File: src/hw/rtl/glyph_table_dedup_top_defines.svh
// Assertion macros shared by the glyph table dedup RTL.
// Depends on nothing; expects clk_i and rst_ni in the including module.
`ifndef GLYPH_TABLE_DEDUP_TOP_DEFINES_SVH
`define GLYPH_TABLE_DEDUP_TOP_DEFINES_SVH

`ifndef NO_ASSERTIONS
// Antecedent implies consequent in the same cycle.
`define GTD_ASSERT_SAME(label, ante, cons, msg) \
  label: assert property (@(posedge clk_i) disable iff (!rst_ni) (ante) |-> (cons)) \
    else $error(msg);
// Antecedent implies consequent in the next cycle.
`define GTD_ASSERT_NEXT(label, ante, cons, msg) \
  label: assert property (@(posedge clk_i) disable iff (!rst_ni) (ante) |=> (cons)) \
    else $error(msg);
`else
`define GTD_ASSERT_SAME(label, ante, cons, msg)
`define GTD_ASSERT_NEXT(label, ante, cons, msg)
`endif

`endif

File: src/hw/rtl/gtd_pkg.sv
// Package for the glyph table dedup block: geometry constants, codes, types.
// No dependencies.
package gtd_pkg;

  localparam int unsigned ROWS     = 8;
  localparam int unsigned ROW_BITS = 5;
  localparam int unsigned SLOTS    = 8;

  localparam int unsigned PAT_W    = 40;
  localparam int unsigned USED_W   = ROWS * ROW_BITS;
  localparam int unsigned IDX_W    = 3;   // glyph_id field width
  localparam int unsigned CNT_W    = 4;   // glyph count / limit width
  localparam int unsigned S_DATA_W = 48;  // 40 + 4 + 2, padded to bytes
  localparam int unsigned M_DATA_W = 56;  // 3 + 40 + 4 + 2, padded to bytes

  localparam logic [PAT_W:0]   PAT_ONE   = (PAT_W + 1)'(1);
  localparam logic [PAT_W-1:0] USED_MASK = PAT_W'((PAT_ONE << USED_W) - PAT_ONE);
  localparam logic [CNT_W-1:0] SLOTS_CNT = CNT_W'(SLOTS);
  localparam logic [CNT_W-1:0] MAX_GLYPHS_RST = CNT_W'(8);

  typedef enum logic [1:0] {
    ACT_BLANK = 2'd0,
    ACT_REUSE = 2'd1,
    ACT_NEW   = 2'd2,
    ACT_DROP  = 2'd3
  } action_e;

  typedef enum logic [2:0] {
    ST_IDLE   = 3'b001,
    ST_SCAN   = 3'b010,
    ST_RESULT = 3'b100
  } state_e;

  typedef logic [PAT_W-1:0] pattern_t;

endpackage

File: src/hw/rtl/glyph_table_dedup_top.sv
// Glyph table dedup: one character cell in, one placement decision out.
// Depends on gtd_pkg and glyph_table_dedup_top_defines.svh.
//
// Usage: the slave stream takes a cell request (tdata: masked-in glyph
//   pattern, column, line; tuser[0]: frame start, which clears the glyph table
//   and the stop flag first). The master stream returns one result request per
//   cell (tuser: action; tdata: glyph id, pattern to load, position). The cfg
//   channel writes max_glyphs (4 bits); it is always ready, so write it only
//   while no cell is in flight.
// Sequence: one cell at a time. A cell is accepted in the idle state, then
//   compared against one stored glyph per scan step up to the hit (plus an
//   end step when it misses), then emitted from the result state; blank
//   cells and stopped frames skip the compares. One 40-bit comparator walks
//   the glyph table, which holds 8 slots.
// Reset: glyph count and stop flag clear, max_glyphs returns to 8, both
//   streams go idle. Glyph storage is not cleared; only written slots are read.
// Stall: a finished result holds in the output register while the next cell
//   is taken; a second result waits in the result state, holding tready low.
`include "glyph_table_dedup_top_defines.svh"

module glyph_table_dedup_top (
  input  logic                          clk_i,
  input  logic                          rst_ni,
  // cell input
  input  logic                          s_axis_tvalid,
  output logic                          s_axis_tready,
  // [39:0] cell_pattern, [43:40] cell_col, [45:44] cell_line, [47:46] zero
  input  logic [gtd_pkg::S_DATA_W-1:0]  s_axis_tdata,
  // [0] frame_start
  input  logic                          s_axis_tuser,
  // result output
  output logic                          m_axis_tvalid,
  input  logic                          m_axis_tready,
  // [2:0] glyph_id, [42:3] glyph_pattern, [46:43] out_col,
  // [48:47] out_line, [55:49] zero
  output logic [gtd_pkg::M_DATA_W-1:0]  m_axis_tdata,
  // [1:0] action
  output logic [1:0]                    m_axis_tuser,
  // max_glyphs write
  input  logic                          cfg_valid_i,
  output logic                          cfg_ready_o,
  input  logic [gtd_pkg::CNT_W-1:0]     cfg_data_i
);
  import gtd_pkg::*;

  state_e               state_q, state_d;
  pattern_t             pat_q;
  logic [3:0]           col_q;
  logic [1:0]           line_q;
  logic [CNT_W-1:0]     idx_q, idx_d;
  logic                 hit_q, hit_d;
  logic [IDX_W-1:0]     hit_id_q, hit_id_d;
  logic [CNT_W-1:0]     count_q, count_d;
  logic                 stopped_q, stopped_d;
  logic [CNT_W-1:0]     max_glyphs_q;
  pattern_t             store_q [SLOTS];

  logic                 out_valid_q, out_valid_d;
  logic [M_DATA_W-1:0]  out_data_q;
  logic [1:0]           out_user_q;

  logic                 s_fire;
  logic                 out_load;
  logic                 cell_blank;
  logic                 store_match;
  logic [CNT_W-1:0]     limit;
  logic [CNT_W-1:0]     count_inc;
  action_e              act;
  logic [IDX_W-1:0]     res_id;
  pattern_t             res_pat;
  pattern_t             in_pat;

  assign cfg_ready_o   = 1'b1;
  assign s_axis_tready = (state_q == ST_IDLE);
  assign s_fire        = s_axis_tvalid && s_axis_tready;
  assign in_pat        = s_axis_tdata[PAT_W-1:0] & USED_MASK;

  // Limit above the slot count acts as the slot count.
  assign limit       = (max_glyphs_q > SLOTS_CNT) ? SLOTS_CNT : max_glyphs_q;
  assign count_inc   = count_q + CNT_W'(1);
  assign cell_blank  = (pat_q == '0);
  assign store_match = (store_q[idx_q[IDX_W-1:0]] == pat_q);
  assign out_load    = (state_q == ST_RESULT) && (!out_valid_q || m_axis_tready);

  // Decide the action from the scan outcome.
  always_comb begin
    act     = ACT_DROP;
    res_id  = '0;
    res_pat = '0;
    if (stopped_q) begin
      act = ACT_DROP;
    end else if (cell_blank) begin
      act = ACT_BLANK;
    end else if (hit_q) begin
      act    = ACT_REUSE;
      res_id = hit_id_q;
    end else if (count_q >= limit) begin
      act = ACT_DROP;
    end else begin
      act     = ACT_NEW;
      res_id  = count_q[IDX_W-1:0];
      res_pat = pat_q;
    end
  end

  // Sequencer: accept, walk the table one slot per cycle, emit.
  always_comb begin
    state_d     = state_q;
    idx_d       = idx_q;
    hit_d       = hit_q;
    hit_id_d    = hit_id_q;
    count_d     = count_q;
    stopped_d   = stopped_q;
    out_valid_d = out_valid_q && !m_axis_tready;

    unique case (state_q)
      ST_IDLE: begin
        if (s_fire) begin
          idx_d = '0;
          hit_d = 1'b0;
          if (s_axis_tuser) begin
            count_d   = '0;
            stopped_d = 1'b0;
          end
          // Skip the scan for blank cells and stopped frames.
          if ((stopped_q && !s_axis_tuser) || (in_pat == '0)) begin
            state_d = ST_RESULT;
          end else begin
            state_d = ST_SCAN;
          end
        end
      end
      ST_SCAN: begin
        if (idx_q >= count_q) begin
          state_d = ST_RESULT;
        end else if (store_match) begin
          hit_d    = 1'b1;
          hit_id_d = idx_q[IDX_W-1:0];
          state_d  = ST_RESULT;
        end else begin
          idx_d = idx_q + CNT_W'(1);
        end
      end
      ST_RESULT: begin
        if (out_load) begin
          out_valid_d = 1'b1;
          state_d     = ST_IDLE;
          if (!stopped_q && !cell_blank) begin
            if (act == ACT_NEW) begin
              count_d = count_inc;
            end
            // Stop the frame once the table is full after this cell.
            if (((act == ACT_NEW) ? count_inc : count_q) >= limit) begin
              stopped_d = 1'b1;
            end
          end
        end
      end
      default: state_d = ST_IDLE;
    endcase
  end

  always_ff @(posedge clk_i or negedge rst_ni) begin
    if (!rst_ni) begin
      state_q      <= ST_IDLE;
      idx_q        <= '0;
      hit_q        <= 1'b0;
      hit_id_q     <= '0;
      count_q      <= '0;
      stopped_q    <= 1'b0;
      max_glyphs_q <= MAX_GLYPHS_RST;
      out_valid_q  <= 1'b0;
    end else begin
      state_q     <= state_d;
      idx_q       <= idx_d;
      hit_q       <= hit_d;
      hit_id_q    <= hit_id_d;
      count_q     <= count_d;
      stopped_q   <= stopped_d;
      out_valid_q <= out_valid_d;
      if (cfg_valid_i) begin
        max_glyphs_q <= cfg_data_i;
      end
    end
  end

  // Payload registers: cell capture, glyph storage, output register.
  always_ff @(posedge clk_i) begin
    if (s_fire) begin
      pat_q  <= in_pat;
      col_q  <= s_axis_tdata[PAT_W+3:PAT_W];
      line_q <= s_axis_tdata[PAT_W+5:PAT_W+4];
    end
    if (out_load && !stopped_q && !cell_blank && (act == ACT_NEW)) begin
      store_q[count_q[IDX_W-1:0]] <= pat_q;
    end
    if (out_load) begin
      out_data_q <= {(M_DATA_W - IDX_W - PAT_W - 6)'(0), line_q, col_q, res_pat, res_id};
      out_user_q <= act;
    end
  end

  assign m_axis_tvalid = out_valid_q;
  assign m_axis_tdata  = out_data_q;
  assign m_axis_tuser  = out_user_q;

  `GTD_ASSERT_SAME(a_count_bound, 1'b1, count_q <= SLOTS_CNT, "glyph count above slot count")
  `GTD_ASSERT_SAME(a_scan_bound, state_q == ST_SCAN, idx_q <= count_q, "scan index past count")
  `GTD_ASSERT_NEXT(a_busy_after_accept, s_fire, !s_axis_tready, "ready during cell work")
  `GTD_ASSERT_NEXT(a_new_bumps_count,
    out_load && !stopped_q && !cell_blank && (act == ACT_NEW),
    count_q == $past(count_inc), "new glyph without count advance")

endmodule

File: config.mk
export PLATFORM = sky130hd
export DESIGN_NAME = glyph_table_dedup_top
export DESIGN_NICKNAME = d
export VERILOG_FILES = /design/src/hw/rtl/gtd_pkg.sv /design/src/hw/rtl/glyph_table_dedup_top.sv
export VERILOG_INCLUDE_DIRS = /design/src /design/src/hw/rtl
export SDC_FILE = /design/constraint.sdc
export NUM_CORES = 1
export LEC_CHECK = 0
export BUFFER_PORTS_ARGS = -buffer_cell sky130_fd_sc_hd__buf_2
export CAP_MARGIN = 5
export CORE_MARGIN = 3
export CORE_UTILIZATION = 40
export CTS_CLUSTER_SIZE = 16
export DETAILED_ROUTE_END_ITERATION = 10
export PLACE_DENSITY = 0.6
export RECOVER_POWER = 100
export SLEW_MARGIN = 20
export SYNTH_ARGS = -nofsm -noshare
export SYNTH_HDL_FRONTEND = slang
export SYNTH_SLANG_ARGS = --single-unit
File: constraint.sdc
create_clock -name clk_i -period 5.7 [get_ports clk_i]
set_input_delay 1.14 -clock clk_i [delete_from_list [all_inputs] [get_ports clk_i]]
set_output_delay 1.14 -clock clk_i [all_outputs]
set_load 0.005 [all_outputs]
==> flow_summary.yaml <==
status:
  status: "finished with violations"
  failed_checks: "max-capacitance violations, max-slew violations"
synth:
  synth_top_family_by_area: "multiplexers"
  synth-simple-area-share_pct: 5.339
  syn_inst: 923
  synth_cell_types: 49
  syn-cell-area_um2: 17390
  async_reset_ff_share_pct: 4.795
  synth_edf_count: 417
  ys_seq_area_share_pct: 75.05
  synth_top_cell_by_area: "edfxtp_1"
  yosys_warnings: 0
  yosys-top-cells-count: "edfxtp_1, mux2i_1, mux4_2, and2_1, nand2_1"
  synth_area_per_cell_um2: 18.84
  yosysMostFrequentCell: "edfxtp_1"
  synth_area_leaders: "edfxtp_1, mux4_2, mux2i_1"
  synth-compound-area-share_pct: 2.986
  muxShareOfSynthArea_pct: 11.98
  synthFlopType: "edfxtp_1"
  synth-xor-area-share_pct: 1.662
  synth_top_cell_area_share_pct: 72.02
  synthAdderAreaFrac_pct: 1.007
  synth-seq-cells: 438
sta:
  rsz0062_at_grt: "no"
  hold_viol: 0
  worst_slew_pin_slew_ns: 3.369
  fmax_mhz: 205.5
  fin_crit_sh_pct: 85.36
  relSlewSlack_pct: -124.6
  tns_ns: 0
  fin_skew_ns: 0.02355
  maxSlewViolCount: 80
  setup_violations: 0
  finalCriticalPeriod_ns: 4.866
power:
  p_total_mw: 7.721
  vdd_ir_drop_max_mv: 0.2121
  power_leakage_nw: 6.464
  powerDensity_nw_per_um2: 386.2
floorplanning:
  io_pins: 119
  initial_core_util_pct: 40.99
  chipWidth_um: 214.5
  coreArea_um2: 42420
  design.die.area_um2: 46010
  dieHeight_um: 214.5
  num_rows: 75
clocking:
  path_clk_slew_ns: 0.06
  post_cts_resized: 0
  cts.sinks: 438
  clk-insertion-delay-late_ns: 0.55
  cts_tree: "yes"
  ctsLongestPathBuffers: 3
  htree_levels: 2
  cts_root_buf: "clkbuf_16"
  cts_buffers: 45
  cts_hold_buf: 0
  cts_setup_buffers: 0
route:
  postRouteWirelength_mm: 38.62
  vias_per_cell: 5.274
  ant_nets: 0
  drtIter0Drc: 586
  wl_per_cell_um: 23.03
  vias: 8845
  drc: 0
  dr.pass1.iters: 7
layout:
  drive_above_1_share_pct: 18.36
  syn_to_final_growth_pct: 14.98
  nNetsFinal: 1138
  diodes: 0
global_routing:
  grt_max_degree: 52
  first_global_vias: 9160
  overflow: 0
  grt_first_pass_wirelength_mm: 58.00
  gr-usage-all-layers_pct: 16.69
  antenna_found_initial: 0
worst_setup_path:
  slowest_delay_ns: 1.07
  path_max_fanout: 40
  path_class: "flop to flop"
  cp.required_ns: 5.84
  startpoint: "count_q[0]"
  cp_common_cell: "a21o_1"
  crit_slowest_cell: "clkbuf_2"
  arrival_ns: 5.00
  worstPathCellList: "inv_1 -> ha_1 -> nand2b_1 -> a21o_1 -> a21o_1 -> a211oi_1 -> nor2b_4 -> and2_0 -> nand2_1 -> nor2_4 -> clkbuf_2"
  r2r-start: "count_q[0]"
  end_kind: "flop"
  critPathLaunchType: "flop"
worst_hold_path:
  min_from: "col_q[0]"
  hp-class: "flop to flop"
placement:
  hpwl_mm: 22.87
  gp_congestion: 0.7437
  port-buffer-count: 108
run:
  max-cap-violations: 2
where the power goes:
| part | total (mW) | switching [mW] | internal [mW] |
|---|---|---|---|
| combinational | 0.657 | 0.419 | 0.238 |
| sequential | 4.15 | 0.263 | 3.89 |
| clock | 2.91 | 1.20 | 1.72 |
routing by layer:
metal	wire length [um]	vias up	global-route usage (%)
met2	19220	218	28.01
met3	1660	62	2.536
met5	0	-	0
met1	16720	4607	22.74
met4	1017	0	4.946
li1	-	3958	-
cells in the final DEF, fill, tap and decap left out, types with 5 or more instances in the layout:
cell       Yosys  layout
bufinv_16      0       6
clkbuf_1      10      83
xnor2_1        9       9
nand4_1        8       8
o21ai_0       14      15
a22oi_1        9       9
inv_1         11      10
nand3_1       12      12
edfxtp_1     417     417
or3_1          7       8
clkinv_2       0       5
clkinv_1       0      14
a21o_1         7       7
nor4_1        23      23
nor2_1        14       9
xor2_1        24      24
a22o_1        13      13
conb_1         2       8
mux2i_1       72      72
ha_1          14      14
and2_0         0      27
nand2_1       30      30
mux4_2        50      50
buf_2         10      34
buf_4         12      15
and2_1        43      16
clkbuf_16      0      45
a21oi_1        6       6
a221oi_1       5       5
mux2_2        17      17
o22ai_1        7       7
nand2b_1       7       7
dfrtp_1       19      17
cell families after synthesis:
| family | count (synthesis) |
|---|---|
| AO/OA/AOI/OAI | 74 |
| XOR/XNOR | 33 |
| adder cells (fa/ha/maj) | 14 |
| buffers and inverters | 54 |
| flip-flops | 438 |
| multiplexers | 142 |
| other | 2 |
| AND/OR/NAND/NOR | 166 |
layout make-up:
class,count,area (um2)
Clock inverter,30,302.8
Clock buffer,51,1149
Inverter,12,45.04
Tap cell,577,721.9
Timing Repair Buffer,132,646.9
Fill cell,3678,22420
Sequential cell,438,13060
Multi-Input combinational cell,437,4073
flip-flops by register name, summed over array words and instances, names as in the netlist:
name	flops
state_q	3
m_axis_tuser	2
hit_q	1
store_q	320
m_axis_tvalid	1
pat_q	40
max_glyphs_q	4
col_q	4
m_axis_tdata	49
hit_id_q	3
stopped_q	1
line_q	2
count_q	4
idx_q	4
through the flow:
stage / setup WS, ns / cells / util (%) / hold WS [ns] / cell area [um2]
after floorplan: 0.7100 / 929 / - / 0.4003 / 17420
after global placement: 1.258 / 1596 / 44.08 / 0.4010 / 18700
after detailed placement: 1.217 / 1596 / 44.08 / 0.4135 / 18700
after CTS: 1.214 / 1677 / 47.50 / 0.4252 / 20150
after global routing: 0.5101 / 1677 / 47.14 / 0.4396 / 19990
final: 0.8342 / 1677 / 47.14 / 0.4228 / 19990
worst max-delay path, delay by kind of cell (launching register included):
kind | cells | cell delay, ns
AND/OR/NAND/NOR | 5 | 1.54
buffers and inverters | 2 | 1.18
AO/OA/AOI/OAI | 3 | 0.89
flip-flops | 1 | 0.52
adder cells (fa/ha/maj) | 1 | 0.29
final timing paths:
| path | end | slack [ns] | cells after the start |
|---|---|---|---|
| max | store_q[7][32] | 0.83 | 11 |
| min | m_axis_tdata[43] | 0.42 | 0 |
| max reg2reg | store_q[7][32] | 0.83 | 11 |
| min reg2reg | m_axis_tdata[43] | 0.42 | 0 |
| max in group asynchronous | idx_q[1] | 4.04 | 1 |
| min in group asynchronous | hit_id_q[1] | 0.82 | 1 |
Power figures use the tool's default switching activity.
